[src/rtl/ppa_ram.sv]
`timescale 1ns / 1ps
// ----------------------------------------------------------------------------
// ppa_ram: generic single-clock RAM
// One write port, one read port, read data registered.
// ----------------------------------------------------------------------------
module ppa_ram #(
    parameter int WIDTH = 8,
    parameter int DEPTH = 256
) (
    input  logic                     i_clk,
    input  logic                     i_we,
    input  logic [$clog2(DEPTH)-1:0] i_waddr,
    input  logic [WIDTH-1:0]         i_wdata,
    input  logic [$clog2(DEPTH)-1:0] i_raddr,
    output logic [WIDTH-1:0]         o_rdata
);

    logic [WIDTH-1:0] r_mem [DEPTH];
    logic [WIDTH-1:0] r_rdata;

    always_ff @(posedge i_clk) begin
        if (i_we) begin
            r_mem[i_waddr] <= i_wdata;
        end
        r_rdata <= r_mem[i_raddr];
    end

    assign o_rdata = r_rdata;

endmodule

[config.mk]
export PLATFORM = sky130hd
export DESIGN_NAME = ppa_ram
export DESIGN_NICKNAME = d
export VERILOG_FILES = /design/src/rtl/ppa_ram.sv
export SDC_FILE = /design/constraint.sdc
export NUM_CORES = 2
export LEC_CHECK = 0
export BUFFER_PORTS_ARGS = -buffer_cell sky130_fd_sc_hd__buf_2
export CAP_MARGIN = 5
export CORE_MARGIN = 2
export CORE_UTILIZATION = 63
export CTS_CLUSTER_DIAMETER = 150
export DETAILED_ROUTE_END_ITERATION = 12
export GPL_TIMING_DRIVEN = 0
export PLACE_DENSITY = 0.79
export SYNTH_ARGS = -nofsm -noshare
export SYNTH_HDL_FRONTEND = slang
export SYNTH_SLANG_ARGS = --single-unit
[constraint.sdc]
create_clock -name i_clk -period 3.1 [get_ports i_clk]
set_clock_uncertainty 0.15 [all_clocks]
set_input_delay 0.62 -clock i_clk [delete_from_list [all_inputs] [get_ports i_clk]]
set_output_delay 0.62 -clock i_clk [all_outputs]
set_load 0.005 [all_outputs]
Yosys cells after proc, flatten, opt, wreduce, memory -nomap -nowiden
Memories as Yosys holds them, arrays and structs flattened. A register that Yosys moved wholly into a read port is not among the register bits.
Index checks and enable logic that the tools add are counted.
{"block": "totals", "register_bits": 0, "ramBits": 2048, "in_bits": 26, "out_inout_bits": 8, "elab_cells": 3, "n_memories": 1}
{"name": "r_mem", "depth": 256, "word_bits": 8, "read_ports": 1, "rd_ports_with_merged_regs": 1, "wr": 1, "line": "18", "rtl": "logic [WIDTH-1:0] r_mem [DEPTH];"}
{"block": "op_classes", "n_mux": 2}
{"cell": "two-way mux 1 bit", "n": 2}

Depth between registers and ports, before layout
{"block": "logic_depth", "ltp_word": 2, "mapped_depth": 11, "ltp_nobuf": 6}

Worst setup path before layout
OpenSTA, ideal clock, no wires.
{"block": "synth_path", "kind": "in2reg", "start": "input port i_raddr[0]", "end": "register r_rdata[2] (netlist: o_rdata[2]), read port of r_mem", "setup_ns": 0.131, "t_arrival_ns": 2.427, "required_time_ns": 2.819, "path_slack_ns": 0.392, "cell_stages": 9, "path_buffers": 4, "path_cell_list": "buf_6 > buf_12 > buf_8 > buf_2 > mux4_2 > a22oi_1 > a21oi_1 > nor4_1 > nor4_2"}
{"element": "start, declared", "line": "14", "rtl": "input logic [$clog2(DEPTH)-1:0] i_raddr,"}
{"element": "end, declared", "line": "19", "rtl": "logic [WIDTH-1:0] r_rdata;"}

Final worst setup path
{"block": "layout_path", "start": "input port i_waddr[0]", "end": "memory r_mem[97][7] (enable)"}
{"element": "start, declared", "line": "12", "rtl": "input logic [$clog2(DEPTH)-1:0] i_waddr,"}
{"element": "end, declared", "line": "18"}
Straight into the memory's write port.

==> run_results.csv <==
group,metric,value,unit
global_route,globalRouteTotalUtil,37.4,%
critical_path,timing_worst_setup_path_type,"in2reg",
finish,layout.filler_cells,6834,
synthesis,dominantRegCellSynth,"sky130_fd_sc_hd__edfxtp_1",
critical_path,critical_path.max_fanout,10,
critical_path,cpMaxStageDelayCell,"sky130_fd_sc_hd__nor2_1",
placement,detailed_place.area,82300,um2
finish,drive_above_1_share,27.8,%
clocking,cts.path.max_buffers,3,
placement,number_of_port_buffers,26,
critical_path,worstSetupEndpointType,"register",
critical_path,cell_by_cell_trace_of_the_critical_path,"clkbuf_2 > nor2b_1 > clkbuf_1 > nand3_1 > clkbuf_1 > nor2_1",
die,initial_core_util,63.4,%
synthesis,netlist.area_leader.share,77.3,%
synthesis,largest_area_contributor_in_the_synthesized_netlist,"sky130_fd_sc_hd__edfxtp_1",
run_status,run_status,"finished with violations",
timing,setup_viol_count_final,425,
synthesis,synth_seq_cells,2056,
synthesis,combined_area_of_all_synthesized_cells,79600,um2
finish,final_design_utilization,71.7,%
global_route,first_pass_grt_wire_length,330000,um
synthesis,ys_warn_count,0,
finish,layout.area.seq,61700,um2
placement,placement.setup.worst_slack,-2.27,ns
clocking,cts-buffers-inserted,195,
timing,layout_min_cycle_time,3.50,ns
placement,dp_hpwl,151000,um
synthesis,mappedNetlistNets,3759,
timing,finalSetupTns,-42.73,ns
finish,area_growth,13.0,%
timing,max_freq,286,MHz
power_and_ir_drop,peakVddDrop,0.714,mV
clocking,tritoncts_num_sinks,2056,
routing,drt_pre_antenna_iters,8,
routing,routed_via_density,7.50,
synthesis,synth_edf_count,2048,
clocking,cts_max_level,4,
critical_path,timing.critical_path.mode_cell,"sky130_fd_sc_hd__clkbuf_1",
critical_path,critPathLaunchType,"input pin",
finish,layout.cells.most_common_list,"sky130_fd_sc_hd__edfxtp_1, sky130_fd_sc_hd__mux4_2, sky130_fd_sc_hd__clkbuf_16, sky130_fd_sc_hd__nor2_1, sky130_fd_sc_hd__mux2i_1",
routing,totalWireLength,240000,um
critical_path,slowest_delay,1.04,ns
die,fp.dieArea,129000,um2
synthesis,synthArstFlopShare,0,%
die,die-width,359,um
hold_path,min_path_type,"in2reg",
finish,multiInputGateArea,17300,um2
timing,hold_viol,0,
synthesis,syn-mean-instance-area,21.3,um2
synthesis,synth_cells,3733,
global_route,global_route.overflow_total,0,
clocking,clk_latency,0.87,ns
timing,slew_headroom,-7.25,%
timing,final_min_period_over_clock_period,113,%
routing,drt.antenna.violating_nets,0,
critical_path,required,3.41,ns
timing,drv_slew,11,
power_and_ir_drop,static-leakage-power,0.0279,uW
finish,layout_commonest_cell,"sky130_fd_sc_hd__edfxtp_1",
clocking,cts-hold-fix-buffers,0,
routing,dr_total_vias,43600,
routing,average_routed_wire_per_standard_cell,41.4,um
routing,drc,0,
clocking,cts_tree,"built",
die,floorplan.die.height,359,um
synthesis,ys_types,55,
run,cap_viol_max_count,1,
global_route,maximum_number_of_pins_on_one_net_before_global_route_repair,169,
synthesis,synth-seq-area-share,77.5,%
die,num_rows,130,
die,number_of_i_o_pins,34,
global_route,first_global_vias,42600,
timing,layout_setup_ws,-0.402,ns
clocking,clk_pin_slew,0.06,ns
routing,drt-initial-drc-count,8668,
timing,worst-slew-pin-transition,1.61,ns
finish,nNetsFinal,4014,
placement,gpl.final_weighted_congestion,1.02,
critical_path,cp_data_arrival_time,3.81,ns
global_route,antenna_found_initial,7,
power_and_ir_drop,p_per_area,654,nW/um2
synthesis,yosys-top-cells-area,"sky130_fd_sc_hd__edfxtp_1, sky130_fd_sc_hd__mux4_2, sky130_fd_sc_hd__mux2i_1",
die,core_area,125000,um2
clocking,cts_root_buf,"sky130_fd_sc_hd__clkbuf_16",
finish,final_area,89900,um2
run_status,failed_checks,"max-capacitance violations, max-slew violations, negative setup slack",
timing,setup_repair_after_global_routing_missed_its_margin,"true",
critical path, delay by kind of cell:
kind | cells | cell delay [ns]
buffers and inverters | 3 | 1.65
and+or+nand+nor | 3 | 1.53
sequential cells by signal, indices dropped and copies added, names as in the netlist:
name,cells
o_rdata,8
r_mem,2048
layer usage:
layer  up-vias  GRT usage [%]  wire length [um]
met1     22000           47.9             76600
met2      4413           54.1            106000
met3       883           14.9             39000
met5         -              0                99
li1      16200              -                 -
met4         8           23.1             18500
worst paths after layout:
| check | from | end | slack, ns | cells after the start |
|---|---|---|---|---|
| max | i_waddr[0] | r_mem[97][7] | -0.40 | 6 |
| min | i_wdata[5] | r_mem[198][5] | 0.08 | 1 |
| min reg2reg | r_mem[40][3] | o_rdata[3] | 1.09 | 6 |
| max reg2reg | r_mem[83][3] | o_rdata[3] | 0.32 | 7 |
Yosys cell counts, types with 3 or more instances:
cell type,instances
sky130_fd_sc_hd__nand2b_1,8
sky130_fd_sc_hd__nor3_1,22
sky130_fd_sc_hd__a221oi_1,13
sky130_fd_sc_hd__o32ai_1,4
sky130_fd_sc_hd__and2_1,6
sky130_fd_sc_hd__o21ai_0,10
sky130_fd_sc_hd__nand4_1,10
sky130_fd_sc_hd__o22ai_1,28
sky130_fd_sc_hd__o211ai_1,10
sky130_fd_sc_hd__buf_8,13
sky130_fd_sc_hd__nand2_1,33
sky130_fd_sc_hd__dfxtp_1,8
sky130_fd_sc_hd__nor4_1,24
sky130_fd_sc_hd__nor4_2,3
sky130_fd_sc_hd__mux2i_1,134
sky130_fd_sc_hd__buf_1,22
sky130_fd_sc_hd__buf_4,27
sky130_fd_sc_hd__a22o_1,8
sky130_fd_sc_hd__nor2_1,282
sky130_fd_sc_hd__mux4_2,454
sky130_fd_sc_hd__nand3_1,34
sky130_fd_sc_hd__clkbuf_1,111
sky130_fd_sc_hd__buf_2,31
sky130_fd_sc_hd__o221ai_1,46
sky130_fd_sc_hd__a211oi_1,16
sky130_fd_sc_hd__or2_2,4
sky130_fd_sc_hd__a21oi_1,96
sky130_fd_sc_hd__nor2b_1,31
sky130_fd_sc_hd__o22a_1,5
sky130_fd_sc_hd__buf_12,8
sky130_fd_sc_hd__buf_6,21
sky130_fd_sc_hd__a22oi_1,133
sky130_fd_sc_hd__edfxtp_1,2048
final cells by class:
class | count | area share, %
clock inverter | 126 | 1.57
tap | 1650 | 2.30
clock buffer | 237 | 5.70
antenna | 3 | 0.00835
inverter | 2 | 0.0125
buffer | 231 | 1.81
timing repair buffer | 60 | 0.795
multi-input combinational | 1442 | 19.2
sequential | 2056 | 68.6
timing repair:
action	in CTS	in global routing
setup endpoints to repair	1130	533
gates resized for setup	236	93
setup buffers	10	0
pin swaps	7	7
power by group:
part	internal, uW	switching (uW)	leakage, uW	total (uW)
logic	1060	2400	0.00622	3460
clock network	13900	10700	0.00320	24600
registers	30600	23.4	0.0185	30700
through the flow:
step | instances | hold slack, ns | total power, uW
floorplan | 3733 | 0.569 | 32700
global placement | 5409 | 0.855 | 34300
detailed placement | 5430 | 0.851 | 34400
CTS | 5802 | 0.0837 | 58400
global route | 5804 | 0.0937 | 59600
finish | 5807 | 0.0761 | 58800
cells by family (layout without fill, tap and decap cells):
logic type	count (synthesis)	count (layout)	synth area share [%]
simple gates	466	466	2.63
buf+inv	235	656	1.83
mux	591	591	14.6
other cells	0	3	0
compound gates	385	385	3.42
flops	2056	2056	77.5
Note: power is estimated with default switching activity, not from simulation.
